--- src/design/volume_mip_downsample_max_avg_macros.svh ---
// ----------------------------------------------------------------------------
// volume_mip_downsample_max_avg assertion macros
// Concurrent check wrappers, empty when SYNTHESIS is defined.
// ----------------------------------------------------------------------------
`ifndef VOLUME_MIP_DOWNSAMPLE_MAX_AVG_MACROS_SVH
`define VOLUME_MIP_DOWNSAMPLE_MAX_AVG_MACROS_SVH

`ifndef SYNTHESIS
`define VMD_ASSERT(lbl, clk, rst_n, prop, msg) \
    lbl: assert property (@(posedge clk) disable iff (!rst_n) prop) else $error(msg);
`define VMD_NEVER(lbl, clk, rst_n, cond, msg) \
    lbl: assert property (@(posedge clk) disable iff (!rst_n) !(cond)) else $error(msg);
`else
`define VMD_ASSERT(lbl, clk, rst_n, prop, msg)
`define VMD_NEVER(lbl, clk, rst_n, cond, msg)
`endif

`endif

--- src/design/vmd_pkg.sv ---
// ----------------------------------------------------------------------------
// vmd_pkg
// Shared types and constants of the volume mip downsampler.
// ----------------------------------------------------------------------------
package vmd_pkg;

    localparam int SAMPLE_BITS = 16;
    localparam int ACC_W       = 37;
    localparam int CFG_IDX_W   = 2;
    localparam int CFG_DATA_W  = 3;
    localparam int LG_W        = 3;

    localparam logic [CFG_IDX_W-1:0] CFG_SRC_LOG2 = 2'd0;
    localparam logic [CFG_IDX_W-1:0] CFG_DST_LOG2 = 2'd1;
    localparam logic [CFG_IDX_W-1:0] CFG_MODE     = 2'd2;

    localparam logic [LG_W-1:0] SRC_LOG2_RST = 3'd7;
    localparam logic [LG_W-1:0] DST_LOG2_RST = 3'd6;

    typedef enum logic [0:0] {
        RM_MAX = 1'b0,
        RM_AVG = 1'b1
    } t_reduce_mode;

    // clamped log2 edge, holds up to 15
    typedef logic [3:0] t_lg;

    typedef struct packed {
        logic first;
        logic last;
        logic last_vol;
    } t_pos_flags;

    typedef struct packed {
        logic [SAMPLE_BITS-1:0] value;
        logic                   last_vol;
    } t_result;

endpackage

--- src/design/vmd_pos.sv ---
// ----------------------------------------------------------------------------
// vmd_pos
// Source raster position counters, accumulator address and block flags.
// ----------------------------------------------------------------------------
module vmd_pos #(
    parameter int PW = 7,
    parameter int AW = 12
) (
    input  logic                i_clk,
    input  logic                i_rst_n,
    input  logic                i_adv,
    input  logic                i_restart,
    input  vmd_pkg::t_lg        i_slg,
    input  vmd_pkg::t_lg        i_dlg,
    output logic                o_enable,
    output logic [AW-1:0]       o_addr,
    output vmd_pkg::t_pos_flags o_flags
);
    import vmd_pkg::*;

    logic [PW-1:0] r_x, r_y, r_z;
    logic [PW-1:0] n_x, n_y, n_z;
    logic [PW-1:0] edge_m1;
    logic [PW-1:0] rmask;
    logic [PW-1:0] xs, ys;
    logic [31:0]   idx_w;
    t_lg           k;

    always_comb begin
        edge_m1  = PW'(((PW+1)'(1) << i_slg) - (PW+1)'(1));
        o_enable = i_dlg < i_slg;
        k        = i_slg - i_dlg;
        rmask    = PW'(((PW+1)'(1) << k) - (PW+1)'(1));
        xs       = r_x >> k;
        ys       = r_y >> k;
        idx_w    = (32'(ys) << i_dlg) | 32'(xs);
        o_addr   = idx_w[AW-1:0];

        o_flags.first    = ((r_x & rmask) == '0) && ((r_y & rmask) == '0)
                        && ((r_z & rmask) == '0);
        o_flags.last     = ((r_x & rmask) == rmask) && ((r_y & rmask) == rmask)
                        && ((r_z & rmask) == rmask);
        o_flags.last_vol = (r_x == edge_m1) && (r_y == edge_m1) && (r_z == edge_m1);
    end

    always_comb begin
        n_x = r_x;
        n_y = r_y;
        n_z = r_z;
        priority if (i_restart) begin
            n_x = '0;
            n_y = '0;
            n_z = '0;
        end else if (i_adv) begin
            if (r_x == edge_m1) begin
                n_x = '0;
                if (r_y == edge_m1) begin
                    n_y = '0;
                    n_z = (r_z == edge_m1) ? '0 : r_z + PW'(1);
                end else begin
                    n_y = r_y + PW'(1);
                end
            end else begin
                n_x = r_x + PW'(1);
            end
        end
    end

    always_ff @(posedge i_clk) begin
        if (!i_rst_n) begin
            r_x <= '0;
            r_y <= '0;
            r_z <= '0;
        end else begin
            r_x <= n_x;
            r_y <= n_y;
            r_z <= n_z;
        end
    end
endmodule

--- config.mk ---
export PLATFORM = sky130hd
export DESIGN_NAME = vmd_pos
export DESIGN_NICKNAME = d
export VERILOG_FILES = /design/src/design/volume_mip_downsample_max_avg_macros.svh /design/src/design/vmd_pkg.sv /design/src/design/vmd_pos.sv
export SDC_FILE = /design/constraint.sdc
export NUM_CORES = 1
export LEC_CHECK = 0
export BUFFER_PORTS_ARGS = -buffer_cell sky130_fd_sc_hd__clkbuf_2
export CORE_MARGIN = 10
export CORE_UTILIZATION = 30
export DETAILED_ROUTE_END_ITERATION = 8
export PLACE_DENSITY = 0.45
export SYNTH_ARGS = -nofsm -noshare
export SYNTH_HDL_FRONTEND = slang
export SYNTH_SLANG_ARGS = --single-unit
--- constraint.sdc ---
create_clock -name i_clk -period 4.27 [get_ports i_clk]
set_input_delay 0.854 -clock i_clk [delete_from_list [all_inputs] [get_ports i_clk]]
set_output_delay 0.854 -clock i_clk [all_outputs]
set_load 0.01 [all_outputs]
# Word level (Yosys, flattened, before mapping)
# Cells that the tools add are included.
[totals]
regBits = 21
in_bits = 12
output_inout_bits = 16
elab_cells = 41
[classes]
shifts = 5
n_reduce_logical = 12
n_mux = 3
n_addsub = 6
eq_ne = 6
n_lt_le_gt_ge = 1
n_bitwise = 5
[ops]
columns = ["op", "n"]
rows = [
  ["7-bit equality test", 6],
  ["7-bit by 1-bit adder with 7-bit output, second input constant", 3],
  ["7-bit AND", 3],
  ["7-bit zero test", 3],
  ["7-bit two-way mux", 3],
  ["1-bit by 4-bit << shifter with 7-bit output, first input constant", 2],
  ["7-bit by 4-bit right shift with 7-bit output", 2],
  ["7-bit by 2-bit subtractor with 7-bit output, second input constant", 2],
  ["12-bit by 7-bit bitwise OR with 12-bit output", 1],
  ["7-bit by 4-bit << shifter with 12-bit output", 1],
  ["1-bit logical AND", 6],
  ["4-bit less-than comparator", 1],
  ["4-bit subtractor", 1],
  ["3-bit AND reduction", 1],
  ["2-bit AND reduction", 1],
  ["2-bit OR reduction", 1],
  ["1-bit inverter", 1],
]

# Logic depth before layout (Yosys ltp)
[depth]
depth_word = 7
depth_mapped = 15
mapped_depth_nobuf = 13

# Worst setup path after synthesis
# Ideal clock, no wire load.
[synth_timing]
path_type = "input to output"
startpoint = "input port i_slg[0]"
endpoint = "output port o_flags[2] in the netlist's numbering"
required_ns = 3.416
slack_ns = -0.445
stages = 14
n_path_buf = 2
arrival_ns = 3.861
path_cell_list = "buf_6 -> inv_1 -> ha_1 -> fa_1 -> nor2b_1 -> nor4b_1 -> or3_1 -> clkbuf_1 -> nand3_1 -> ha_1 -> nor2b_1 -> o211ai_1 -> a21oi_1 -> nor4_1"
[synth_lines]
columns = ["element", "line_no", "text"]
rows = [
  ["start: declaration", "vmd_pos.sv:13", "input vmd_pkg::t_lg i_slg,"],
  ["end: declaration", "vmd_pos.sv:17", "output vmd_pkg::t_pos_flags o_flags"],
]

# Worst setup path in the final report
[layout_timing]
startpoint = "input port i_slg[0]"
endpoint = "output port o_addr[6]"
[layout_via]
elab_chain_len = 4
[layout_rtl]
columns = ["element", "line_no", "text"]
rows = [
  ["4-bit subtractor (*)", "vmd_pos.sv:32", "k = i_slg - i_dlg;"],
  ["7-bit by 4-bit right shift with 7-bit output", "vmd_pos.sv:35", "ys = r_y >> k;"],
  ["7-bit by 4-bit << shifter with 12-bit output", "vmd_pos.sv:36", "idx_w = (32'(ys) << i_dlg) | 32'(xs);"],
  ["12-bit by 7-bit bitwise OR with 12-bit output (*)", "vmd_pos.sv:36", ""],
  ["end: declaration", "vmd_pos.sv:16", "output logic [AW-1:0] o_addr,"],
]
# Mark *: on every way between the ends. The rest lies on a longest branch, timed or not.

==> metrics.cfg <==
[status]
status = completed

[pwr]
p_int_uw = 421
combinationalPowerShare_pct = 51.6
total_power_uw = 679
power_frac_seq_pct = 29.1
p_leak_nw = 1.43
power_density_mw_per_mm2 = 178
clkPwrFrac_pct = 19.3
ir_worst_vdd_v = 0.000158
swShare_pct = 38.0
p_switching_uw = 258

[sta]
relSlewSlack_pct = 56.0
whs_ns = 0.575
worst_pin_slew_ns = 0.660
max_clock_freq_mhz = 241
period_share_pct = 97.2
min_period_ns = 4.15
drv_slew = 0
setup_slack_ns = 0.118
rsz0062_at_grt = yes
skew_ns = 0.00371
hold_violations = 0
setup_viol = 0

[logic_synthesis]
synth_edf_count = 0
synth-seq-cells = 21
netlist_area_mm2 = 0.00302
synthTopCellsByArea = dfxtp_1 (14%), nand2_1 (6.3%), mux2i_1 (5.0%)
syn-instance-count = 418
ys.flop_type = dfxtp_1
synth_top_area_share_pct = 13.9
async_flop_share_pct = 0
ys_warn_count = 0
syn_nets = 440
synth.avg_cell_area_um2 = 7.21
yosysTopAreaCell = dfxtp_1
ys_seq_area_share_pct = 13.9
yosysUniqueCellTypes = 74

[setup_path]
critPathCaptureType = primary output
r2r_slack_ns = 1.74
reg2regPathDepth = 8
worstReg2RegStart = r_y[0]
critical_path_class = input port to primary output
rr_endpoint = r_z[0]
crit_arrival_ns = 3.30
start_kind = input port
worstPathRequired_ns = 3.42
path_max_fanout = 4

[route]
via_per_inst = 5.50
vias = 3293
dr.pass1.iters = 5
drt_wl_total_um = 9750
first_iter_violations = 249
drcViolationCount = 0
ant_nets = 0
wire_per_inst_um = 16.3

[layout]
synthToLayoutAreaGrowth_pct = 26.4
drive_gt1_share_pct = 29.2
nNetsFinal = 489
fin_util_pct = 39.0
diodes = 0
fin_area_mm2 = 0.00381
layout_commonest_cell = buf_4
nFillCells = 1073
layout_common_cells = buf_4 (56), nand2_1 (51), nor2_1 (25)

[min_path]
holdPathStages = 2
holdCritStartpoint = r_z[1]
holdPathEnd = r_z[1]
hp-class = flip-flop to flip-flop

[floorplan]
ios = 28
fp.dieW_um = 120
initial_core_util_pct = 30.8
core_mm2 = 0.00977
die-height_um = 120
rows = 36
die_area_mm2 = 0.0145

[global_route]
antenna_found_initial = 0
grt_use_total_pct = 13.4
grt_max_degree = 18
overflow = 0
grt_pass1_vias = 3275
grt_pass1_wl_um = 16500

[place]
io_buffers = 27
gp_congestion = 0.822
dpl_cell_area_mm2 = 0.00355
dp_hpwl_um = 7650
place_ws_ns = -0.161

[cts]
ctsHoldBuffers = 0
clockBufferDepth = 2
cts.sinks = 21
clock_latency_ns = 0.26
path_clk_slew_ns = 0.08
htree_num_levels = 1
cts_tree = done
ctsRootBufferMaster = clkbuf_8
numCtsBuffers = 3

[flow_run]
maxCapViolations = 0

[critical path, cell delays in order]
cell	delay (ns)
buf_8	0.08
inv_4	0.03
ha_4	0.15
fa_2	0.36
buf_6	0.15
xnor2_4	0.17
mux4_2	0.52
o211ai_1	0.25
buf_4	0.18
nor2_1	0.04
mux2i_1	0.24
o221ai_1	0.14
buf_2	0.15
[how the worst max path moves through the flow]
| stage | startpoint | endpoint | slack [ns] |
|---|---|---|---|
| after floorplan | i_slg[0] | o_addr[5] | -0.04 |
| after global placement | i_slg[0] | o_addr[9] | -0.16 |
| after detailed placement | i_slg[0] | o_flags[2] | -0.16 |
| after CTS | i_slg[0] | o_flags[2] | -0.03 |
| after global routing | i_slg[0] | o_flags[2] | -0.02 |
| final | i_slg[0] | o_addr[6] | 0.12 |
[metrics by stage]
stage	instances	TNS, ns
global route	599	-0.0498
floorplan	418	-0.0722
global placement	591	-0.794
finish	599	0
detailed placement	591	-0.768
CTS	595	-0.0365
[state kept, by name, summed over array words and instances, names as in the netlist]
register  flops
r_x           7
r_y           7
r_z           7
[logic make-up after synthesis]
group           synth area share, %
flops                          13.9
simple gates                   32.0
fa+ha+maj                      4.40
buf+inv                        8.67
xor+xnor                       8.71
mux                            7.59
compound gates                 24.7
[power groups by stage]
stage               registers (mW)  clock network [mW]  logic (mW)
detailed placement           0.202                   0       0.315
floorplan                    0.201                   0       0.204
finish                       0.198               0.131       0.351
global placement             0.202                   0       0.314
CTS                          0.198               0.135       0.322
global route                 0.198               0.144       0.386
[cell usage after synthesis (6+ instances only)]
master    instances
o211ai_1          9
ha_1              9
dfxtp_1          21
clkbuf_1         26
nand2_1          51
o22ai_1          11
xor2_1           15
xnor2_1          15
or3_1            11
nor2_1           25
nand3_1          19
o21ai_0          17
mux2i_1          15
a21oi_1          20
nand4_1          10
nor3_1           22
inv_1            10
nor2b_1           6
[repair_timing]
action | 4_1_cts | 5_1_grt
endpoints found under the setup margin | 13 | 13
setup buffers | 0 | 4
gates resized for setup | 7 | 44
pin swaps | 2 | 14
[per-layer routing]
metal,share of wire [%],vias up,track usage (%)
li1,-,1640,-
met1,49,1573,18.0
met2,47,68,22.7
met3,2.9,12,1.02
met4,1.7,0,3.32
met5,0,-,0
[final cells by class]
class | instances | area (µm²) | area share, %
multi-input combinational | 343 | 2510 | 66.0
timing repair buffer | 85 | 612 | 16.1
sequential | 21 | 420 | 11.0
tap | 133 | 166 | 4.37
inverter | 13 | 53.8 | 1.41
clock buffer | 4 | 45.0 | 1.18
No activity file was read; power rests on OpenSTA's default activity.
