### src/design/volume_mip_downsample_max_avg_macros.svh
// ----------------------------------------------------------------------------
// volume_mip_downsample_max_avg assertion macros
// Concurrent check wrappers, empty when SYNTHESIS is defined.
// ----------------------------------------------------------------------------
`ifndef VOLUME_MIP_DOWNSAMPLE_MAX_AVG_MACROS_SVH
`define VOLUME_MIP_DOWNSAMPLE_MAX_AVG_MACROS_SVH

`ifndef SYNTHESIS
`define VMD_ASSERT(lbl, clk, rst_n, prop, msg) \
    lbl: assert property (@(posedge clk) disable iff (!rst_n) prop) else $error(msg);
`define VMD_NEVER(lbl, clk, rst_n, cond, msg) \
    lbl: assert property (@(posedge clk) disable iff (!rst_n) !(cond)) else $error(msg);
`else
`define VMD_ASSERT(lbl, clk, rst_n, prop, msg)
`define VMD_NEVER(lbl, clk, rst_n, cond, msg)
`endif

`endif

### src/design/vmd_ram.sv
// ----------------------------------------------------------------------------
// vmd_ram
// Generic simple dual-port RAM, one write and one registered read port.
// ----------------------------------------------------------------------------
module vmd_ram #(
    parameter int WIDTH = 8,
    parameter int DEPTH = 16,
    parameter int AW    = (DEPTH > 1) ? $clog2(DEPTH) : 1
) (
    input  logic             i_clk,
    input  logic             i_we,
    input  logic [AW-1:0]    i_waddr,
    input  logic [WIDTH-1:0] i_wdata,
    input  logic             i_re,
    input  logic [AW-1:0]    i_raddr,
    output logic [WIDTH-1:0] o_rdata
);
    logic [WIDTH-1:0] r_mem [DEPTH];
    logic [WIDTH-1:0] r_rdata;

    always_ff @(posedge i_clk) begin
        if (i_we) begin
            r_mem[i_waddr] <= i_wdata;
        end
        if (i_re) begin
            r_rdata <= r_mem[i_raddr];
        end
    end

    assign o_rdata = r_rdata;
endmodule

### config.mk
export PLATFORM = sky130hd
export DESIGN_NAME = vmd_ram
export DESIGN_NICKNAME = d
export VERILOG_FILES = /design/src/design/volume_mip_downsample_max_avg_macros.svh /design/src/design/vmd_ram.sv
export SDC_FILE = /design/constraint.sdc
export NUM_CORES = 1
export LEC_CHECK = 0
export BUFFER_PORTS_ARGS = -buffer_cell sky130_fd_sc_hd__buf_2
export CAP_MARGIN = 20
export CORE_ASPECT_RATIO = 2
export CORE_MARGIN = 3
export CORE_UTILIZATION = 45
export CTS_CLUSTER_DIAMETER = 60
export DETAILED_ROUTE_END_ITERATION = 6
export PLACE_DENSITY = 0.67
export REMOVE_ABC_BUFFERS = 1
export SETUP_SLACK_MARGIN = 0.3
export SLEW_MARGIN = 20
export SYNTH_ARGS = -nofsm -noshare
export SYNTH_HDL_FRONTEND = slang
export SYNTH_SLANG_ARGS = --single-unit
### constraint.sdc
create_clock -name i_clk -period 2.47 [get_ports i_clk]
set_input_delay 0.1235 -clock i_clk [delete_from_list [all_inputs] [get_ports i_clk]]
set_output_delay 0.1235 -clock i_clk [all_outputs]
set_load 0.005 [all_outputs]
Word level (Yosys, flattened, before mapping)

Memory sizes are Yosys's and may differ from the RTL's. A register that Yosys moved wholly into a read port is not among the register bits.
Cells that the tools add are included.

Register bits: 0
Memories: 1
Output and inout port bits: 8
RAM bits: 128

Muxes and demuxes: 2

Memory list:

| name  | depth | bits a word | read ports | clocked after Yosys merged registers in | write ports | RTL line      | RTL |
|---|---|---|---|---|---|---|---|
| r_mem | 16    | 8           | 1          | 1                                       | 1           | vmd_ram.sv:18 | `logic [WIDTH-1:0] r_mem [DEPTH];` |

Operators by type and width:

| operator         | count |
|---|---|
| 2-to-1 mux 1 bit | 2 |

Longest topological paths before layout

Gate-level depths: netlist of run 1.

Depth in word-level cells: 2
Mapped depth: 5
Mapped depth without buffers: 3

Worst setup path before layout of run 1

No wires, ideal clock.

Kind: input -> register
Start point: input i_waddr[2]
End point: memory r_mem[0][0] (enable)
Buffers on the path: 0
Data required time: 2087 ps
Data arrival time: 1233 ps
Slack: 854 ps
Cell stages on the path: 2
Library setup time: 383 ps
Cell sequence: or3b_2 > nor3_1

RTL lines:

| element     | RTL line      | RTL |
|---|---|---|
| from (decl) | vmd_ram.sv:12 | `input logic [AW-1:0] i_waddr,` |
| to (decl)   | vmd_ram.sv:18 |  |

Straight into the memory's write port.

==> summary.txt, run 1 <==
STA
  • Fin worst setup slack: 1.03 ns
  • Fin Setup TNS: 0 ns
  • Fin. Hold Viols: 0
  • RSZ-0062 raised after global routing: false
  • Max Slew Vio Count: 0
  • Min Tclk post-route: 1.44 ns
  • Worst Skew: 0.00759 ns
  • Worst slew margin: 49.1%
  • Endpoints failing setup: 0
  • Tightest Pin Transition: 0.761 ns
  • Period utilization: 58.5%
  • Fmax: 692 MHz

Worst setup path
  • Critical Path Start Type: flip-flop
  • Crit-path max FO: 1
  • Crit Path Category: flip-flop to flip-flop
  • Depth of the worst register-to-register path: 3
  • Required @ worst endpoint: 2.62 ns
  • Worst setup EP type: flip-flop
  • WP data arrival: 1.59 ns

Outcome
  • Outcome: complete, no violations

Global route
  • GRT Total Usage: 16.9%
  • Antenna violations before repair: 0
  • First-pass GRT wire length: 14.9 mm
  • Largest net degree at the start of global routing: 33
  • GRT overflow: 0
  • Vias in the first global route: 2476

Logic synthesis
  • Area contributors post-synth: edfxtp_1, mux4_2, mux4_1
  • Mapped Cells: 229
  • Number of flops mapped to enable cells by yosys: 136
  • Top-count cell post-synth: edfxtp_1
  • Mapped Area: 5230 um^2
  • Post-synth top cells: edfxtp_1, mux4_2, a22oi_1
  • Area leader, netlist: edfxtp_1
  • Seq/Total Area, Yosys: 78.1%
  • Asr flop ratio synth: 0%
  • Post-synth top area share: 78.1%
  • Main synth FF type: edfxtp_1
  • Distinct cells, synth: 18
  • FF+latch count, synth: 136
  • Mean post-synth cell area: 22.8 um^2
  • Total of warnings raised by yosys: 0

Routing
  • # DRC: 0
  • Initial DRC Count: 200
  • Routed len/inst: 22.5 um
  • Via density: 5.49
  • Final WL: 9.84 mm
  • ANT nets after route: 0
  • Vias: 2400
  • Detailed Routing Iterations Pass 1: 4

Clock tree
  • Clock Path Buffers: 2
  • CTS Hold Bufs: 0
  • Post-CTS setup buffers: 0
  • Root Buffer: clkbuf_16
  • H-tree depth: 4
  • Clock slew at reported path FFs: 0.06 ns
  • Number of buffers created by CTS: 17
  • CTS tree: built
  • CTS resizes: 0
  • Num Clock Sinks: 136
  • Clock Latency Late Sink: 0.40 ns

Power
  • Seq pwr share: 48.5%
  • Switch share: 18.9%
  • Clk pwr share: 47.3%
  • Switching pwr: 0.00102 W
  • Leakage power: 2.11 nW
  • Peak supply drop: 0.569 mV
  • PD cells: 868 nW/um^2
  • Cell internal pwr: 0.00438 W
  • Comb power frac: 4.2%

Flow run
  • Max cap viols: 0

Cells and area
  • Filler cells: 880
  • Area Growth Syn to Fin: 18.9%
  • N_diodes: 0
  • Multi-input gate area: 1060 um^2
  • Fin nets: 302
  • Register area: 4080 um^2
  • Fraction of layout cells with a size suffix above 1: 31.5%

Worst hold path
  • Hold path depth: 1
  • Worst hold path type: input port to flip-flop

Floorplanning
  • Starting Density: 46.0%
  • Die H: 158 um
  • Placeable Area: 11400 um^2
  • IO Count: 27
  • Die width: 82.2 um
  • Die Area: 13000 um^2
  • Row count: 55

Placement
  • Post-DP HPWL: 6.66 mm
  • Pre-CTS setup slack: 0.762 ns
  • RePlAce Congestion: 0.782
  • Port buffer count: 26
[final cells by class]
class | count | share of cell area [%]
multi-input combinational | 83 | 17.0
clock inverter | 13 | 2.90
timing repair buffer | 45 | 4.59
tap | 142 | 2.86
clock buffer | 18 | 6.91
sequential | 136 | 65.7
[metrics by stage]
step	hold slack [ns]	power, W	cell area [um^2]	util, %	std cells
finish	0.0843	0.00539	6210	54.7	437
global route	0.0759	0.00557	6210	54.7	437
CTS	0.0708	0.00545	6210	54.7	437
global placement	0.507	0.00289	5600	49.4	406
floorplan	0.222	0.00276	5140	-	219
detailed placement	0.504	0.00290	5600	49.4	406
[power groups by stage]
| stage | Clock [W] | Combinational [W] | Sequential, W |
|---|---|---|---|
| 3_3_place_gp | 0 | 0.000227 | 0.00266 |
| 6_report | 0.00255 | 0.000228 | 0.00261 |
| 5_1_grt | 0.00271 | 0.000248 | 0.00262 |
| 2_1_floorplan | 0 | 0.000104 | 0.00266 |
| 3_5_place_dp | 0 | 0.000232 | 0.00266 |
| 4_1_cts | 0.00261 | 0.000233 | 0.00262 |
[critical path, cell delays in order (launching register included)]
cell and delay, ns:
edfxtp_1 0.36, mux4_1 0.49, a22oi_1 0.25, nand2_1 0.09
[registers in the layout, summed over array words and instances (netlist names)]
| register | count |
|---|---|
| o_rdata | 8 |
| r_mem | 128 |
[layout by cell type (no fill, tap or decap), drive strengths merged]
master,synthesis,routed
and2,1,1
or3b,1,1
a22oi,16,16
nand2b,2,2
and2b,1,1
nor2,13,13
buf,7,45
nor2b,1,1
nand2,9,9
mux4,32,32
clkbuf,0,18
clkinv,0,7
nand3b,2,2
nand3,1,1
nor3,4,4
clkinvlp,0,2
bufinv,0,4
edfxtp,136,136
[path summary, 6_finish.rpt]
kind                                    from    endpoint  slack (ns)
worst max-delay path             r_mem[0][1]  o_rdata[1]        1.03
worst min-delay path                    i_re  o_rdata[6]        0.08
worst max register to register   r_mem[0][1]  o_rdata[1]        1.03
worst min register to register  r_mem[15][4]  o_rdata[4]        0.75
[logic make-up after synthesis]
kind of cell / synth area share, %
flip-flops: 78.1
AO/OA/AOI/OAI: 2.30
multiplexers: 14.8
AND/OR/NAND/NOR: 3.14
buffers and inverters: 1.65
[per-layer routing]
| layer | up-vias | global-route usage [%] | share of wire, % |
|---|---|---|---|
| li1 | 1091 | - | - |
| met1 | 1233 | 18.3 | 36 |
| met2 | 67 | 30.8 | 60 |
| met3 | 9 | 4.64 | 3.7 |
| met4 | 0 | 5.47 | 1.0 |
| met5 | - | 0 | 0 |
No activity file was read; power rests on OpenSTA's default activity.
==> inputs of run 2 (changes only) <==
- PLACE_DENSITY: 0.67 -> 0.69
- clock period: 2.47 -> 1.3 ns (I/O delays scaled with it)
==> summary.txt, run 2 (synthesis results as in run 1) <==
Worst setup path
  • CP Launch Point: r_mem[0][3]
  • Worst setup EP type: flip-flop
  • R2r startpoint: r_mem[0][3]
  • Critical Path, Cell by Cell: mux4_2 > a22oi_2 > nand2_1
  • Worst-path cell with the longest stage delay: mux4_2
  • Required @ worst endpoint: 1.45 ns (-1.17 ns)
  • Largest stage delay, worst path: 0.47 ns (-0.02 ns)
  • Crit-path max FO: 1 (unchanged)
  • Critical Path Start Type: flip-flop
  • WP data arrival: 1.54 ns (-0.05 ns)
  • Crit Path Category: flip-flop to flip-flop

Clock tree
  • Clock Path Buffers: 2 (unchanged)
  • Num Clock Sinks: 136 (unchanged)
  • Clock Latency Late Sink: 0.41 ns (about the same)
  • CTS tree: built
  • Number of buffers created by CTS: 17 (unchanged)
  • CTS Hold Bufs: 0 (unchanged)
  • Clock slew at reported path FFs: 0.06 ns (about the same)
  • Root Buffer: clkbuf_16
  • H-tree depth: 4 (unchanged)

Power
  • Peak supply drop: 1.02 mV (+79%)
  • PD cells: 1630 nW/um^2 (+88%)
  • Leakage power: 2.11 nW (about the same)
  • Power Total: 0.0103 W (+91%)

Routing
  • Via density: 5.55 (+1.1%)
  • ANT nets after route: 0 (unchanged)
  • Initial DRC Count: 239 (+20%)
  • Detailed Routing Iterations Pass 1: 4 (unchanged)
  • # DRC: 0 (unchanged)
  • Vias: 2487 (+3.6%)
  • Final WL: 10.3 mm (+4.2%)
  • Routed len/inst: 22.9 um (+1.7%)

Cells and area
  • Max reg flops: 128 (unchanged)
  • Fraction of layout cells with a size suffix above 1: 40.8% (+9.3 points)
  • Register bank with the most flops: r_mem
  • Most common cell after layout, fill and taps aside: edfxtp_1
  • Fin nets: 313 (+3.6%)
  • Most frequent cells in the layout: edfxtp_1, mux4_2, buf_4
  • Area Growth Syn to Fin: 20.6%
  • N_diodes: 0 (unchanged)
  • Post-route cell area: 6300 um^2 (+1.5%)

Global route
  • GRT Total Usage: 18.1% (+1.2 points)
  • Largest net degree at the start of global routing: 25 (-24%)
  • Antenna violations before repair: 0 (unchanged)
  • First-pass GRT wire length: 16.0 mm (+7.9%)
  • Vias in the first global route: 2803 (+13%)
  • GRT overflow: 0 (unchanged)

Floorplanning
  • Starting Density: 46.0% (unchanged)
  • Die width: 82.2 um (unchanged)
  • Die H: 158 um (unchanged)
  • Die Area: 13000 um^2 (unchanged)
  • Placeable Area: 11400 um^2 (unchanged)
  • Row count: 55 (unchanged)
  • IO Count: 27 (unchanged)

Placement
  • Port buffer count: 26 (unchanged)
  • RePlAce Congestion: 0.829 (+6.0%)
  • Dpl cell area: 5710 um^2 (+1.9%)
  • Post-DP HPWL: 7.01 mm (+5.3%)

STA
  • Min Tclk post-route: 1.38 ns (-0.0608 ns)
  • Fin. Hold Viols: 0 (unchanged)
  • Endpoints failing setup: 8 (+8)
  • Worst slew margin: 36.6% (-13 points)
  • Fmax: 723 MHz (+4.4%)
  • Worst Skew: 0.00373 ns (-0.00386 ns)
  • Period utilization: 106% (+48 points)
  • RSZ-0062 raised after global routing: true
  • Max Slew Vio Count: 0 (unchanged)
  • Fin worst setup slack: -0.0838 ns (-1.11 ns)
  • Tightest Pin Transition: 0.948 ns (+0.187 ns)
  • Fin Setup TNS: -0.441 ns (-0.441 ns)

Worst hold path
  • Hold Crit Start: i_re
  • Worst hold path type: input port to flip-flop

Outcome
  • Outcome: finished, violations left
  • Failing checks: setup timing

Flow run
  • Max cap viols: 0 (unchanged)
run 2: cell count changes in the layout (fill, tap and decap cells not counted), sizes merged:
cell / delta
clkbuf: +1
buf: +11
clkinvlp: -1
run 2: path summary, 6_finish.rpt:
check,end,slack [ns],cells after the start
setup / recovery,o_rdata[3],-0.08,3
hold reg to reg,o_rdata[1],0.75,3
setup reg to reg,o_rdata[3],-0.08,3
hold / removal,o_rdata[6],0.02,1
run 2: per-stage QoR:
step                      std cells  worst slack, ns  hold slack, ns  utilization, %
final                           448          -0.0838          0.0213            55.5
after global routing            448           -0.120         0.00522            55.5
after CTS                       448          -0.0839          0.0124            55.3
after detailed placement        417           -0.273           0.443            50.3
after global placement          417           -0.245           0.447            50.3
after floorplan                 219           -0.258           0.164               -
run 2: per-layer routing:
layer	global-route usage [%]	share of wire [%]
met5	0	0
met3	4.64	3.8
met4	10.5	4.0
met1	19.1	34
met2	31.6	58
run 2: layout make-up:
class,instances,area (um^2)
flip-flops and latches,136,4080
clock buffers,19,433
fillers,869,5050
multi-input cells,83,1060
clock inverters,12,158
well taps,142,178
repair buffers,56,393
run 2: power breakdown:
group	total, W	switching [W]	internal [W]
clock	0.00480	0.00165	0.00315
sequential	0.00497	0.0000279	0.00494
combinational	0.000503	0.000270	0.000233
total	0.0103	0.00195	0.00833
run 2: critical path, delay by kind of cell (launching register included):
kind | cells | cell delay, ns
AND/OR/NAND/NOR | 1 | 0.08
flip-flops | 1 | 0.39
multiplexers | 1 | 0.47
AO/OA/AOI/OAI | 1 | 0.20
run 2: repair_timing:
action                                  in CTS  in global routing
endpoints found under the hold margin        0                  0
resized for setup                           21                  4
buffers inserted                             0                  0
endpoints found under the setup margin      13                 14
pin swaps                                   10                  7
==> inputs of run 3 (changes only) <==
- PLACE_DENSITY: 0.69 -> 0.67
- RECOVER_POWER: unset -> 25
- clock period: 1.3 -> 1.4 ns (I/O delays scaled with it)
==> summary.txt, run 3 (synthesis results as in run 1) <==
Outcome
  • Outcome: complete, no violations

Power
  • PD cells: 1530 nW/um^2 (-6.0%)
  • Comb power frac: 4.7% (-0.2 points)
  • Peak supply drop: 0.935 mV (-8.1%)
  • Power Total: 0.00973 W (-5.3%)
  • Switch share: 19.9% (+1.0 points)
  • Cell internal pwr: 0.00779 W (-6.5%)
  • Leakage power: 2.11 nW (+0.21%)
  • Clk pwr share: 47.8% (+1.1 points)
  • Seq pwr share: 47.5% (-0.9 points)
  • Switching pwr: 0.00194 W (-0.30%)

Worst setup path
  • Crit path max-delay family: multiplexers
  • Crit-path max FO: 1 (unchanged)
  • Worst path buffer plus inverter count: 0 (unchanged)
  • Worst r2r dst: o_rdata[4]
  • CP Launch Point: r_mem[3][4]
  • Critical Path Start Type: flip-flop
  • Depth of the worst register-to-register path: 3 (unchanged)
  • Worst-path cell with the longest stage delay: mux4_2
  • Stages on worst setup path: 3 (unchanged)
  • Worst setup EP type: flip-flop
  • R2r startpoint: r_mem[3][4]
  • Required @ worst endpoint: 1.56 ns (+0.11 ns)
  • WP data arrival: 1.55 ns (about the same)
  • Crit Path Category: flip-flop to flip-flop
  • Largest stage delay, worst path: 0.49 ns (+0.02 ns)
  • Critical Path, Cell by Cell: mux4_2 > a22oi_2 > nand2_1
  • Reg2reg setup slack: 0.009 ns (+0.09 ns)
  • Crit path capture: o_rdata[4]

Cells and area
  • Area Growth Syn to Fin: 21.4%
  • Filler cells: 864 (-0.58%)
  • Multi-input gate area: 1070 um^2 (+0.83%)
  • Most common cell after layout, fill and taps aside: edfxtp_1
  • Most frequent cells in the layout: edfxtp_1, mux4_2, buf_4
  • Register bank with the most flops: r_mem
  • Non-Filler Instances: 449 (+0.22%)
  • Fraction of layout cells with a size suffix above 1: 41.0% (+0.19 points)
  • Post-layout util: 55.9% (+0.36 points)
  • Max reg flops: 128 (unchanged)
  • Register area: 4080 um^2 (unchanged)
  • Fin nets: 313 (unchanged)
  • N_diodes: 0 (unchanged)

Clock tree
  • Num Clock Sinks: 136 (unchanged)
  • CTS tree: built
  • H-tree depth: 4 (unchanged)
  • Clock Latency Late Sink: 0.41 ns (about the same)
  • Root Buffer: clkbuf_16
  • Clock slew at reported path FFs: 0.06 ns (about the same)
  • Clock Path Buffers: 2 (unchanged)
  • Post-CTS setup buffers: 0 (unchanged)
  • Number of buffers created by CTS: 17 (unchanged)

STA
  • RSZ-0062 raised after global routing: true
  • Worst slew margin: 33.2% (-3.4 points)
  • Max Slew Vio Count: 0 (unchanged)
  • Period utilization: 99.3% (-7.1 points)
  • Fin. Hold Viols: 0 (unchanged)
  • Tightest Pin Transition: 0.999 ns (+0.0510 ns)
  • Min Tclk post-route: 1.39 ns (+0.00709 ns)
  • Final worst hold slack: 0.0268 ns (+0.00554 ns)
  • Fmax: 719 MHz (-0.51%)
  • Fin Setup TNS: 0 ns (+0.441 ns)
  • Worst Skew: 0.00668 ns (+0.00295 ns)
  • Endpoints failing setup: 0 (-8)

Routing
  • Wl on met1: 3.67 mm (+4.3%)
  • Final WL: 10.5 mm (+2.5%)
  • Top Layer Used: met4
  • Routed met3 length: 425 um (+8.4%)
  • ANT nets after route: 0 (unchanged)
  • Routed len/inst: 23.4 um (+2.3%)
  • Vias: 2515 (+1.1%)
  • Via density: 5.60 (+0.90%)
  • Met2 routed WL: 6.24 mm (+5.5%)
  • # DRC: 0 (unchanged)
  • Detailed Routing Iterations Pass 1: 4 (unchanged)
  • Initial DRC Count: 174 (-27%)

Worst hold path
  • Worst hold path type: input port to flip-flop

Floorplanning
  • Row count: 55 (unchanged)
  • Die Area: 13000 um^2 (unchanged)
  • Starting Density: 46.0% (unchanged)
  • Die width: 82.2 um (unchanged)
  • Die H: 158 um (unchanged)
  • IO Count: 27 (unchanged)
  • Placeable Area: 11400 um^2 (unchanged)

Placement
  • Post-DP HPWL: 6.99 mm (-0.33%)
  • Inst Count DP: 417 (unchanged)
  • Port buffer count: 26 (unchanged)
  • RePlAce Congestion: 0.802 (-3.2%)

Global route
  • First-pass GRT wire length: 16.1 mm (+0.17%)
  • Antenna violations before repair: 0 (unchanged)
  • GRT Total Usage: 18.1% (about the same)
  • Largest net degree at the start of global routing: 29 (+16%)
  • Vias in the first global route: 2755 (-1.7%)
  • GRT overflow: 0 (unchanged)

Flow run
  • Max cap viols: 0 (unchanged)
run 3: changes by cell type in the layout (fill, tap and decap cells not counted):
cell / change
a22oi_1: -1
a22oi_2: +1
buf_2: -5
clkbuf_1: +4
clkinv_1: -4
clkinv_2: -2
clkinv_4: +5
clkinvlp_4: +2
inv_6: +1
mux4_1: +1
mux4_2: -1
run 3: power by group through the flow:
stage / clock network (W) / registers, W / logic, W
global route: 0.00488 / 0.00462 / 0.000500
detailed placement: 0 / 0.00470 / 0.000435
global placement: 0 / 0.00469 / 0.000421
finish: 0.00465 / 0.00462 / 0.000458
floorplan: 0 / 0.00469 / 0.000183
CTS: 0.00474 / 0.00462 / 0.000467
run 3: per-stage QoR:
step	worst slack, ns	instance area [um^2]
final	0.00911	6350
after global placement	-0.206	5710
after CTS	0.00458	6340
after detailed placement	-0.213	5710
after floorplan	-0.163	5140
after global routing	-0.0415	6350
run 3: layout make-up:
type | count | share of cell area, %
clock inverters | 14 | 3.15
flip-flops and latches | 136 | 64.4
clock buffers | 18 | 6.76
well taps | 142 | 2.80
repair buffers | 56 | 6.09
multi-input cells | 83 | 16.8
run 3: how the worst min path moves through the flow:
| stage | start | end | slack (ns) | cells past startpoint |
|---|---|---|---|---|
| after floorplan | i_wdata[0] | r_mem[0][0] | 0.17 | 0 |
| after CTS | i_re | o_rdata[0] | 0.01 | 1 |
| after global placement | i_wdata[1] | r_mem[5][1] | 0.44 | 1 |
| final | i_re | o_rdata[4] | 0.03 | 1 |
| after global routing | i_re | o_rdata[4] | 0.02 | 1 |
| after detailed placement | i_re | o_rdata[0] | 0.45 | 1 |
run 3: metal layers:
layer | vias up | GRT usage (%)
li1 | 1097 | -
met1 | 1330 | 18.7
met2 | 76 | 33.4
met3 | 12 | 4.08
met4 | 0 | 8.32
met5 | - | 0
run 3: repair_timing:
| item | CTS | global route |
|---|---|---|
| resized for setup | 23 | 2 |
| hold buffers | 0 | 0 |
| pin swaps | 16 | 5 |
| setup endpoints to repair | 8 | 8 |
