<file path="config.mk">
export PLATFORM = sky130hd
export DESIGN_NAME = vmd_outq
export DESIGN_NICKNAME = d
export VERILOG_FILES = /design/src/design/vmd_pkg.sv /design/src/design/vmd_outq.sv
export VERILOG_INCLUDE_DIRS = /design/src /design/src/design
export SDC_FILE = /design/constraint.sdc
export NUM_CORES = 1
export LEC_CHECK = 0
export ABC_CLOCK_PERIOD_IN_PS = 1400
export BUFFER_PORTS_ARGS = -buffer_cell sky130_fd_sc_hd__buf_2
export CAP_MARGIN = 15
export CORE_ASPECT_RATIO = 1.2
export CORE_MARGIN = 2
export CORE_UTILIZATION = 45
export DETAILED_ROUTE_END_ITERATION = 6
export PLACE_DENSITY = 0.78
export REMOVE_ABC_BUFFERS = 1
export SKIP_LAST_GASP = 1
export SLEW_MARGIN = 20
export SYNTH_ARGS = -nofsm -noshare
export SYNTH_HDL_FRONTEND = slang
export SYNTH_SLANG_ARGS = --single-unit
</file>
<file path="constraint.sdc">
create_clock -name i_clk -period 1.4 [get_ports i_clk]
set_input_delay 0.07 -clock i_clk [delete_from_list [all_inputs] [get_ports i_clk]]
set_output_delay 0.07 -clock i_clk [all_outputs]
set_load 0.03 [all_outputs]
</file>
<file path="src/design/volume_mip_downsample_max_avg_macros.svh">
// ----------------------------------------------------------------------------
// volume_mip_downsample_max_avg assertion macros
// Concurrent check wrappers, empty when SYNTHESIS is defined.
// ----------------------------------------------------------------------------
`ifndef VOLUME_MIP_DOWNSAMPLE_MAX_AVG_MACROS_SVH
`define VOLUME_MIP_DOWNSAMPLE_MAX_AVG_MACROS_SVH

`ifndef SYNTHESIS
`define VMD_ASSERT(lbl, clk, rst_n, prop, msg) \
    lbl: assert property (@(posedge clk) disable iff (!rst_n) prop) else $error(msg);
`define VMD_NEVER(lbl, clk, rst_n, cond, msg) \
    lbl: assert property (@(posedge clk) disable iff (!rst_n) !(cond)) else $error(msg);
`else
`define VMD_ASSERT(lbl, clk, rst_n, prop, msg)
`define VMD_NEVER(lbl, clk, rst_n, cond, msg)
`endif

`endif

</file>
<file path="src/design/vmd_pkg.sv">
// ----------------------------------------------------------------------------
// vmd_pkg
// Shared types and constants of the volume mip downsampler.
// ----------------------------------------------------------------------------
package vmd_pkg;

    localparam int SAMPLE_BITS = 16;
    localparam int ACC_W       = 37;
    localparam int CFG_IDX_W   = 2;
    localparam int CFG_DATA_W  = 3;
    localparam int LG_W        = 3;

    localparam logic [CFG_IDX_W-1:0] CFG_SRC_LOG2 = 2'd0;
    localparam logic [CFG_IDX_W-1:0] CFG_DST_LOG2 = 2'd1;
    localparam logic [CFG_IDX_W-1:0] CFG_MODE     = 2'd2;

    localparam logic [LG_W-1:0] SRC_LOG2_RST = 3'd7;
    localparam logic [LG_W-1:0] DST_LOG2_RST = 3'd6;

    typedef enum logic [0:0] {
        RM_MAX = 1'b0,
        RM_AVG = 1'b1
    } t_reduce_mode;

    // clamped log2 edge, holds up to 15
    typedef logic [3:0] t_lg;

    typedef struct packed {
        logic first;
        logic last;
        logic last_vol;
    } t_pos_flags;

    typedef struct packed {
        logic [SAMPLE_BITS-1:0] value;
        logic                   last_vol;
    } t_result;

endpackage

</file>
<file path="src/design/vmd_outq.sv">
// ----------------------------------------------------------------------------
// vmd_outq
// Two-entry result queue between the accumulate stage and the output channel.
// ----------------------------------------------------------------------------
`include "volume_mip_downsample_max_avg_macros.svh"

module vmd_outq (
    input  logic             i_clk,
    input  logic             i_rst_n,
    input  logic             i_push,
    input  vmd_pkg::t_result i_data,
    input  logic             i_pop,
    output logic             o_valid,
    output vmd_pkg::t_result o_data,
    output logic [1:0]       o_count
);
    import vmd_pkg::*;

    t_result    r_mem [2];
    logic       r_rd;
    logic       r_wr;
    logic [1:0] r_cnt;
    logic [1:0] n_cnt;

    always_comb begin
        n_cnt = r_cnt;
        unique case ({i_push, i_pop})
            2'b10:   n_cnt = r_cnt + 2'd1;
            2'b01:   n_cnt = r_cnt - 2'd1;
            default: n_cnt = r_cnt;
        endcase
    end

    always_ff @(posedge i_clk) begin
        if (!i_rst_n) begin
            r_rd  <= 1'b0;
            r_wr  <= 1'b0;
            r_cnt <= 2'd0;
        end else begin
            if (i_push) begin
                r_wr <= ~r_wr;
            end
            if (i_pop) begin
                r_rd <= ~r_rd;
            end
            r_cnt <= n_cnt;
        end
    end

    always_ff @(posedge i_clk) begin
        if (i_push) begin
            r_mem[r_wr] <= i_data;
        end
    end

    assign o_valid = r_cnt != 2'd0;
    assign o_data  = r_mem[r_rd];
    assign o_count = r_cnt;

    `VMD_NEVER(a_no_overflow, i_clk, i_rst_n, i_push && !i_pop && (r_cnt == 2'd2), "result queue overflow")
    `VMD_ASSERT(a_cnt_range, i_clk, i_rst_n, r_cnt != 2'd3, "result queue count out of range")
endmodule

</file>
Yosys cells after proc, flatten, opt, wreduce, memory -nomap -nowiden
Memory sizes are Yosys's and may differ from the RTL's. A register that Yosys moved wholly into a read port is not among the register bits.
Index checks and enable logic that the tools add are counted.

storage, ports and cells
  output and inout port bits = 20
  memories kept = 1
  word-level logic and storage cells = 17
  memory bits (writable) = 34
  register bits after elaboration = 4
  input bits = 21

operators by class
  reductions and logical operators = 2
  add/subtract/negate cells = 2
  equal/unequal tests = 2
  bitwise operators = 2
  muxes and demuxes = 5

memories
  name   depth  width  read ports  clocked after memory_dff  wr ports  RTL line        text
  r_mem  2      17     1           1                         1         vmd_outq.sv:19  t_result r_mem [2];

operators with widths
  kind                                                                   number
  1-bit 2-to-1 mux                                                       4
  2-bit case mux with 2 select lines                                     1
  2-bit nonzero test                                                     2
  2-bit by 1-bit adder with 2-bit output, second input constant          1
  2-bit by 1-bit equality test with 1-bit output, second input constant  1
  2-bit equality test, second input constant                             1
  1-bit NOT                                                              2
  2-bit by 1-bit subtractor with 2-bit output, second input constant     1

Longest topological paths before layout
Gate-level depths: netlist of the first run.

  depth in word-level cells = 3
  mapped depth = 5
  mapped depth without buffers = 5

Worst setup path after synthesis of the first run
OpenSTA, ideal clock, no wires.

  kind = register to register
  start point = reg r_wr
  end point = mem r_mem[0][0] (netlist name), enable pin
  data required time = 1.008 ns
  setup slack = -0.072 ns
  clock period less this slack = 1.472 ns
  library setup time = 0.392 ns
  stages on the path, launching flop included = 2
  path buffers = 0
  arrival time = 1.080 ns
  cell sequence = dfxtp_1 nor2_1

RTL lines
  element                 RTL line        text
  from (decl)             vmd_outq.sv:21  logic r_wr;
  from (signal assigned)  vmd_outq.sv:41  r_wr <= ~r_wr;
  to (decl)               vmd_outq.sv:19

No word-level cell before the write port.

==> results of run 1 <==
==> cell families (layout without fill, tap and decap cells) <==
group	Yosys count	after routing	synth area share
xor+xnor	3	3	0.0183
compound gates	3	3	0.0139
mux	17	17	0.133
fa+ha+maj	1	1	0.00872
simple gates	8	8	0.0331
flops	39	39	0.781
buf+inv	3	74	0.0113
==> Yosys cell counts, drive strengths merged <==
cell	number
a21boi	1
xnor2	2
or3	1
o21a	1
edfxtp	34
or2	1
nor2	1
dfxtp	5
nor2b	1
and2	4
o21ai	1
mux2	17
buf	2
xor2	1
ha	1
inv	1
==> stage by stage <==
| stage | hold WS, ps | instances | setup TNS (ps) | utilization |
|---|---|---|---|---|
| after floorplan | 169 | 72 | -1220 | - |
| after global placement | 257 | 154 | 0 | 0.561 |
| after detailed placement | 263 | 154 | 0 | 0.561 |
| after CTS | 57.9 | 181 | -110 | 0.664 |
| after global routing | 63.1 | 181 | -585 | 0.695 |
| final | 87.0 | 181 | 0 | 0.695 |
==> area by class of cell <==
| type | count | area (um2) | share of cell area |
|---|---|---|---|
| inverter | 1 | 3.75 | 0.00177 |
| timing repair buffer | 65 | 554 | 0.261 |
| sequential | 39 | 1120 | 0.530 |
| clock buffer | 8 | 48.8 | 0.0230 |
| tap | 36 | 45.0 | 0.0212 |
| multi-input combinational | 32 | 347 | 0.163 |
==> routing by layer <==
metal,track usage,vias up,part of all wire
li1,-,416,-
met1,0.170,425,0.35
met2,0.304,39,0.57
met3,0.0626,7,0.050
met4,0.0732,0,0.030
met5,0,-,0
==> tightest hold or removal path, delay by kind of cell <==
family,cells,cell delay (ps)
buffers and inverters,1,110
AOI/OAI and AO/OA,1,150
and+or+nand+nor,1,50
==> cells in the final DEF, fill, tap and decap left out, types with 2 or more instances in the layout <==
cell,instances
mux2_4,13
and2_1,4
clkbuf_1,3
mux2_2,4
xnor2_1,2
dfxtp_1,4
buf_2,23
dlygate4sd3_1,18
edfxtp_1,34
clkbuf_4,5
buf_4,4
buf_6,19
==> registers in the layout (all words and copies together), names as in the netlist, named ones only <==
register	count
r_mem	34
o_count	2
r_rd	1
r_wr	1
==> how the worst max path moves through the flow <==
stage,start,end,depth (start not counted)
2_1_floorplan,r_wr$_SDFFE_PN0P_,r_mem[0][0]$_DFFE_PP_,1
3_3_place_gp,i_push,o_count[1]$_SDFFE_PN0P_,5
3_5_place_dp,i_push,o_count[1]$_SDFFE_PN0P_,5
4_1_cts,flip-flop,o_data[5],3
5_1_grt,flip-flop,o_data[8],3
6_report,flip-flop,o_data[10],3
==> power breakdown <==
group	leakage, nW	switching, mW	internal [mW]
sequential	0.361	0.0309	1.34
combinational	0.472	0.278	0.283
clock	0.0265	0.323	0.200
total	0.860	0.631	1.82
==> what timing repair did <==
action                                 in CTS  in global routing
setup endpoints to repair                  17                 17
pin swaps                                   0                  0
cloned                                      1                  0
hold buffers                               18                  0
resized for setup                          28                 28
endpoints found under the hold margin      37                  0
==> summary.md, run 1 <==
| Metric | Value |
|---|---|
| Worst Setup Path Type | flip-flop to primary output |
| Min-delay worst type | primary input to flip-flop |
| Period minus WS final | 1390 ps |
| WL final | 3010 um |
| Sum of net half-perimeters after detailed placement | 1740 um |
| Residual DRC count | 0 |
| Pre-antenna DRT Iters | 4 |
| Capturing element type of the critical path | primary output |
| Data arrival at the endpoint of the critical path | 1320 ps |
| Starting utilization of the core area | 0.470 |
| Post-layout power | 2.45 mW |
| Weighted congestion reported at the end of routability-driven placement | 0.723 |
| Slowest library cell on the worst path | dfxtp_4 |
| Hold path depth | 3 |
| Worst voltage drop across the vdd grid | 0.00101 V |
| Most frequent cell on the critical path | buf_6 |
| Final-layout fill cell count | 193 |
| Reg2Reg Setup Slack | 380 ps |
| Relative slew slack | 0.892 |
| Average vias per placed instance | 4.90 |
| Clock tree from TritonCTS | yes |
| Number of primary I/O pins | 41 |
| Y dimension of the die | 65.9 um |
| Worst setup margin | 12.5 ps |
| Count of endpoints failing hold in the final timing report | 0 |
| Buffers on Ports | 40 |
| Req. time, crit path | 1330 ps |
| Width of the die | 55.6 um |
| Pleak | 0.860 nW |
| Pwr Density | 1150 nW/um2 |
| Setup slack at placement | 267 ps |
| Area of the die | 3660 um2 |
| Max FO, Critical Path | 5 |
| Fraction of layout instances using a drive strength above 1 | 0.490 |
| Initial drt markers | 30 |
| Via count of the first global-routing pass | 973 |
| Maximum number of pins on one net before global-route repair | 12 |
| R2r startpoint | r_wr$_SDFFE_PN0P_ |
| Status | complete, no violations |
| Finished layout cell area | 2120 um2 |
| Ratio of final minimum period to clock period | 0.991 |
| Wire length per cell after detailed routing | 16.6 um |
| F_max | 0.721 GHz |
| Clock transition at path regs | 90 ps |
| Number of endpoints failing setup at the final stage | 0 |
| Count of H-tree levels built during CTS | 2 |
| Number of cells traversed by the worst register-to-register path | 2 |
| Number of pins with negative max-slew slack in the final report | 0 |
| Cells along the critical path | buf_6, mux2_4, buf_6 |
| Fraction of synthesized cell area taken by the top area cell type | 0.711 |
| CTS max path bufs | 2 |
| Wire length of the first global-routing pass | 4410 um |
| Hold path start | i_push |
| Postcts setup bufs | 0 |
| Total congestion overflow after global routing | 0 |
| Post-synthesis sequential area ratio | 0.781 |
| Area growth from synthesis to layout | 48.0% |
| Core Rows | 22 |
| End point of the most critical hold path | r_wr$_SDFFE_PN0P_ |
| Clock skew | 12.5 ps |
| Critical path launch point type | flip-flop |
| Syn Inst Count | 74 |
| Family with the most delay on the worst path | flip-flops |
| Largest stage delay, worst path | 380 ps |
| Antenna Violating Nets Remaining | 0 |
| Number of distinct standard cells referenced by the synthesized netlist | 17 |
| Overall global routing resource usage | 0.167 |
| Combined buffer and inverter count along the critical path | 2 |
| Slew at the pin closest to its max-slew limit | 161 ps |
| Vias after detailed routing | 887 |
| Later-pin clock latency in the skew report | 340 ps |
| Antenna violations before repair | 0 |
| Syn. warnings | 0 |
| Max-cap viol count | 0 |
| Number of buffers created by CTS | 5 |
| Average cell area after synthesis | 19.4 um2 |
| Clock root cell | clkbuf_4 |
| R2r endpoint | r_mem[1][15]$_DFFE_PP_ |
| Number of nets in the layout | 166 |
| Netlist Area Pre-Place | 1440 um2 |
| Placeable core region | 3060 um2 |
| Cell types occupying the most area after synthesis | edfxtp_1, mux2_2, dfxtp_1 |
| Cell accounting for the most synthesized area | edfxtp_1 |
| Count of antenna diodes in the layout | 0 |
| Flip-flop and latch count after synthesis | 39 |
| Placed inst area | 1710 um2 |
| Unrepaired setup endpoints after global routing | true |
| Total number of clock tree sinks | 39 |
No activity file was read; power rests on OpenSTA's default activity.
==> run 2: changes to the inputs <==
- CTS_BUF_LIST: not set -> sky130_fd_sc_hd__clkbuf_8 sky130_fd_sc_hd__clkbuf_16
==> run 2 against run 1 <==
Compared with the run above: combinational power down 14%; setup slack better by 14 ps; sequential share of layout area up 2.3 points; final area down 4.4%; maximum frequency up 1.1%; critical endpoint is now o_data[2]; highest routed layer unchanged.
==> summary.md, run 2 (synthesized netlist as in run 1, its figures left out) <==
| Metric | Value |
|---|---|
| Status | complete, no violations |
| Hold path depth | 2 (-1) |
| Area occupied by multi-input gates | 298 um2 (-14%) |
| Number of buffers created by CTS | 5 (unchanged) |
| CTS max path bufs | 2 (unchanged) |
| Relative slew slack | 0.891 (about the same) |
| Count of H-tree levels built during CTS | 2 (unchanged) |
| Setup Total Neg Slack | 0 ps (unchanged) |
| Number of nets in the layout | 165 (-0.60%) |
| Number of pins with negative max-slew slack in the final report | 0 (unchanged) |
| Pleak | 0.811 nW (-5.7%) |
| Req. time, crit path | 1330 ps (about the same) |
| Setup slack at placement | 267 ps (unchanged) |
| Clock transition at path regs | 60 ps (-30 ps) |
| Register with the most flip-flops | r_mem |
| Post-layout power | 2.52 mW (+2.9%) |
| Worst setup margin | 27.0 ps (+14.4 ps) |
| Total congestion overflow after global routing | 0 (unchanged) |
| Vias after detailed routing | 874 (-1.5%) |
| Buffers on Ports | 40 (unchanged) |
| Worst voltage drop across the vdd grid | 0.00115 V (+14%) |
| Data arrival at the endpoint of the critical path | 1300 ps (-20 ps) |
| Pwr Density | 1240 nW/um2 (+7.6%) |
| Max-cap viol count | 0 (unchanged) |
| Antenna Violating Nets Remaining | 0 (unchanged) |
| Min-delay worst type | primary input to flip-flop |
| Period minus WS final | 1370 ps (-14.4 ps) |
| Wire length per cell after detailed routing | 14.9 um (-11%) |
| Fraction of layout instances using a drive strength above 1 | 0.493 (+0.00340) |
| Residual DRC count | 0 (unchanged) |
| Width of the die | 55.6 um (unchanged) |
| R2r endpoint | o_count[1]$_SDFFE_PN0P_ |
| Clock tree from TritonCTS | yes |
| Worst Setup Path Type | flip-flop to primary output |
| End point of the most critical hold path | r_wr$_SDFFE_PN0P_ |
| Commonest cells after routing, fill and taps aside | edfxtp_1, buf_2, mux2_2, dlygate4sd3_1, buf_6 |
| Max reg flops | 34 (unchanged) |
| Pre-antenna DRT Iters | 3 (-1) |
| WL final | 2680 um (-11%) |
| Clock root cell | clkbuf_8 |
| Reg2Reg Setup Slack | 380 ps (about the same) |
| F_max | 0.728 GHz (+1.1%) |
| Number of cells traversed by the worst register-to-register path | 3 (+1) |
| Footprint of the flip-flops and latches | 1120 um2 (-0.22%) |
| Unrepaired setup endpoints after global routing | true |
| Maximum number of pins on one net before global-route repair | 12 (unchanged) |
| Count of antenna diodes in the layout | 0 (unchanged) |
| Y dimension of the die | 65.9 um (unchanged) |
| Via count of the first global-routing pass | 950 (-2.4%) |
| Clock skew | 5.06 ps (-7.48 ps) |
| Number of primary I/O pins | 41 (unchanged) |
| Capturing element type of the critical path | primary output |
| Hold path start | i_rst_n |
| Weighted congestion reported at the end of routability-driven placement | 0.723 (unchanged) |
| Postcts setup bufs | 0 (unchanged) |
| Ratio of final minimum period to clock period | 0.981 (-0.0103) |
| Max FO, Critical Path | 4 (-1) |
| Slew at the pin closest to its max-slew limit | 162 ps (+0.912 ps) |
| Total number of clock tree sinks | 39 (unchanged) |
| Area of the die | 3660 um2 (unchanged) |
| R2r startpoint | o_count[0]$_SDFFE_PN0P_ |
| Later-pin clock latency in the skew report | 290 ps (-50 ps) |
| Number of endpoints failing setup at the final stage | 0 (unchanged) |
| Overall global routing resource usage | 0.161 (-0.00583) |
| Count of endpoints failing hold in the final timing report | 0 (unchanged) |
| Leading cell type in the layout, fill and taps excluded | edfxtp_1 |
| Critical path launch point type | flip-flop |
| Placeable core region | 3060 um2 (unchanged) |
| Final-layout fill cell count | 209 (+8.3%) |
| Starting utilization of the core area | 0.470 (unchanged) |
| Average vias per placed instance | 4.86 (-0.92%) |
| Antenna violations before repair | 0 (unchanged) |
| Core Rows | 22 (unchanged) |
| Initial drt markers | 26 (-13%) |
| Area growth from synthesis to layout | 41.4% |
| Wire length of the first global-routing pass | 4260 um (-3.3%) |
| Sum of net half-perimeters after detailed placement | 1740 um (unchanged) |
==> run 2: per-stage QoR <==
step / area, um2 / hold WS [ps] / util / instances
2_1_floorplan: 1420 / 169 / - / 72
3_3_place_gp: 1710 / 257 / 0.561 / 154
3_5_place_dp: 1710 / 263 / 0.561 / 154
4_1_cts: 1960 / 34.1 / 0.643 / 179
5_1_grt: 2030 / 42.5 / 0.664 / 180
6_report: 2030 / 36.9 / 0.664 / 180
==> run 2: critical path, stage by stage (launching register included) <==
cell and delay, ps:
dfxtp_2 360, buf_4 150, mux2_2 330, buf_2 180
==> run 2: worst max path at each step <==
| stage | startpoint | to | slack [ps] | cells past startpoint |
|---|---|---|---|---|
| 6_report | flip-flop | o_data[2] | 30 | 3 |
| 4_1_cts | flip-flop | o_data[0] | 2 | 3 |
| 2_1_floorplan | r_wr$_SDFFE_PN0P_ | r_mem[0][0]$_DFFE_PP_ | -70 | 1 |
| 5_1_grt | flip-flop | o_data[2] | -20 | 3 |
| 3_5_place_dp | i_push | o_count[1]$_SDFFE_PN0P_ | 270 | 5 |
| 3_3_place_gp | i_push | o_count[1]$_SDFFE_PN0P_ | 320 | 5 |
==> run 2: area by class of cell <==
| cell class | count | share of cell area |
|---|---|---|
| flip-flops and latches | 39 | 0.553 |
| clock buffers | 5 | 0.0339 |
| multi-input cells | 32 | 0.147 |
| well taps | 36 | 0.0222 |
| clock inverters | 3 | 0.00555 |
| repair buffers | 64 | 0.237 |
| inverters | 1 | 0.00185 |
==> run 2: per-layer routing <==
layer	track usage	wire length, um	vias up
met1	0.163	977	421
met4	0.0640	44	0
met3	0.0626	164	6
li1	-	-	414
met5	0	0	-
met2	0.296	1490	33
==> run 2: power breakdown <==
group	switching [mW]	internal (mW)	leakage, nW
registers	0.0266	1.34	0.361
logic	0.260	0.223	0.398
clock network	0.343	0.331	0.0519
==> run 2: timing repair <==
item                       in CTS  in global routing
hold endpoints to repair       34                  0
resized for setup               0                 28
hold buffers                   17                  0
setup endpoints to repair       0                 17
==> run 3: changes to the inputs <==
- ABC_CLOCK_PERIOD_IN_PS: 1400 -> 1500
- CORE_UTILIZATION: 45 -> 50
- PLACE_DENSITY: 0.78 -> 0.82
- SKIP_LAST_GASP: 1 -> not set
- clock period: 1.4 -> 1.5 ns (I/O delays scaled with it)
==> run 3 against run 2 <==
Compared with the run above: count of clock-buffer cells in the layout unchanged; sequential power down 7%; largest cell class unchanged; combinational power down 15%; largest power group unchanged.
==> summary.md, run 3 (synthesized netlist as in run 1, its figures left out) <==
| Metric | Value |
|---|---|
| Min-delay worst type | primary input to flip-flop |
| Average vias per placed instance | 4.83 (-0.52%) |
| Family with the most delay on the worst path | buffers and inverters |
| Pre-antenna DRT Iters | 4 (+1) |
| Buffers on Ports | 40 (unchanged) |
| Clock root cell | clkbuf_8 |
| Cells along the critical path | buf_6, mux2_2, buf_2 |
| Commonest cells after routing, fill and taps aside | buf_2, edfxtp_1, mux2_2, dlygate4sd3_1 |
| Starting utilization of the core area | 0.520 (+0.0505) |
| Core Rows | 21 (-4.5%) |
| Leading cell type in the layout, fill and taps excluded | buf_2 |
| Capturing element type of the critical path | primary output |
| Final hold slack | 50.6 ps (+13.7 ps) |
| Count of antenna diodes in the layout | 0 (unchanged) |
| Combinational share of power | 0.178 (-0.014) |
| Number of buffers created by CTS | 5 (unchanged) |
| Wire length per cell after detailed routing | 13.7 um (-7.8%) |
| Relative slew slack | 0.880 (-0.0113) |
| Total number of clock tree sinks | 39 (unchanged) |
| Critical path launch point type | flip-flop |
| Initial drt markers | 19 (-27%) |
| Status | complete, no violations |
| Req. time, crit path | 1420 ps (+90 ps) |
| Period minus WS final | 1410 ps |
| Number of nets in the layout | 164 (-0.61%) |
| Slowest library cell on the worst path | dfxtp_1 |
| Maximum number of pins on one net before global-route repair | 13 (+1) |
| Via count of the first global-routing pass | 908 (-4.4%) |
| Pwr Density | 1180 nW/um2 (-5.3%) |
| Overall global routing resource usage | 0.173 (+0.0121) |
| Placeable core region | 2760 um2 (-9.7%) |
| Core Util, Final | 0.712 (+0.0483) |
| Unrepaired setup endpoints after global routing | false |
| Max FO, Critical Path | 12 (+8) |
| Count of endpoints failing hold in the final timing report | 0 (unchanged) |
| Clock skew | 5.54 ps (+0.479 ps) |
| Max reg flops | 34 (unchanged) |
| Worst Setup Path Type | flip-flop to primary output |
| Vias after detailed routing | 855 (-2.2%) |
| Number of endpoints failing setup at the final stage | 0 (unchanged) |
| Part of the power in registers | 0.550 (+0.009) |
| Internal cell power | 1.74 mW (-8.2%) |
| NetSw | 575 uW (-8.7%) |
| Number of primary I/O pins | 41 (unchanged) |
| Placed insts | 152 (-1.3%) |
| Area of the die | 3320 um2 (-9.4%) |
| CTS max path bufs | 2 (unchanged) |
| Register with the most flip-flops | r_mem |
| Residual DRC count | 0 (unchanged) |
| Slew at the pin closest to its max-slew limit | 182 ps (+19.9 ps) |
| Pleak | 0.782 nW (-3.5%) |
| Worst voltage drop across the vdd grid | 0.000997 V (-13%) |
| Largest stage delay, worst path | 350 ps (about the same) |
| Max-cap viol count | 0 (unchanged) |
| Y dimension of the die | 62.7 um (-4.8%) |
| Data arrival at the endpoint of the critical path | 1340 ps (+40 ps) |
| Final-layout fill cell count | 198 (-5.3%) |
| Clock tree from TritonCTS | yes |
| Width of the die | 52.9 um (-4.8%) |
| Area growth from synthesis to layout | 37.0% |
| Ratio of final minimum period to clock period | 0.943 |
| Fraction of layout instances using a drive strength above 1 | 0.490 (-0.00355) |
| Clock transition at path regs | 70 ps (about the same) |
| Antenna Violating Nets Remaining | 0 (unchanged) |
| Wire length of the first global-routing pass | 3880 um (-9.1%) |
| Sum of net half-perimeters after detailed placement | 1560 um (-10%) |
| Later-pin clock latency in the skew report | 290 ps (about the same) |
| Combined buffer and inverter count along the critical path | 2 (unchanged) |
| WL final | 2430 um (-9.3%) |
| Clock network power share | 0.272 (+0.005) |
| Weighted congestion reported at the end of routability-driven placement | 0.638 (-12%) |
| Sw Ratio | 0.249 (-0.000970) |
| Non-filler cells, final | 177 (-1.7%) |
| F_max | 0.707 GHz |
| Number of pins with negative max-slew slack in the final report | 0 (unchanged) |
| Antenna violations before repair | 0 (unchanged) |
| Total congestion overflow after global routing | 0 (unchanged) |
| Count of H-tree levels built during CTS | 2 (unchanged) |
| Setup Total Neg Slack | 0 ps (unchanged) |
## run 3: changes by cell type in the layout (fill, tap and decap cells not counted), sizes merged
cell    delta
buf        -1
clkinv     +2
inv        -2
## run 3: repair_timing
action,in CTS,in global routing
gates resized for setup,0,1
setup buffers,0,0
endpoints found under the hold margin,34,0
setup endpoints to repair,0,12
hold buffers,17,0
## run 3: power by group through the flow
stage / sequential (mW) / clock (mW) / combinational [mW]
4_1_cts: 1.27 / 0.651 / 0.411
3_3_place_gp: 1.29 / 0 / 0.368
2_1_floorplan: 1.31 / 0 / 0.224
6_report: 1.27 / 0.629 / 0.411
5_1_grt: 1.28 / 0.693 / 0.441
3_5_place_dp: 1.29 / 0 / 0.375
## run 3: cell type report
type	count	area, um2	share of cell area
multi-input cells	32	298	0.151
repair buffers	63	419	0.213
clock inverters	3	12.5	0.00637
clock buffers	5	68.8	0.0350
well taps	34	42.5	0.0216
flip-flops and latches	39	1120	0.570
inverters	1	3.75	0.00191
## run 3: path summary, 6_finish.rpt
| check | startpoint | end | slack (ps) | cells after the start |
|---|---|---|---|---|
| max | flip-flop | o_data[10] | 90 | 3 |
| min | i_rst_n | flip-flop | 50 | 2 |
| max reg2reg | o_count[0]$_SDFFE_PN0P_ | o_count[1]$_SDFFE_PN0P_ | 490 | 3 |
| min reg2reg | o_count[1]$_SDFFE_PN0P_ | o_count[1]$_SDFFE_PN0P_ | 520 | 2 |
## run 3: per-stage QoR
| step | setup slack [ps] | area [um2] | power, mW |
|---|---|---|---|
| after floorplan | 28.3 | 1420 | 1.54 |
| after global placement | 389 | 1710 | 1.66 |
| after detailed placement | 371 | 1710 | 1.67 |
| after CTS | 49.4 | 1960 | 2.33 |
| after global routing | 8.84 | 1970 | 2.41 |
| final | 86.2 | 1970 | 2.31 |
## run 3: layer usage
metal	up-vias	track usage	wire length [um]
met2	33	0.289	1250
met1	402	0.174	932
li1	413	-	-
met4	0	0.0994	68
met5	-	0	0
met3	7	0.0718	174
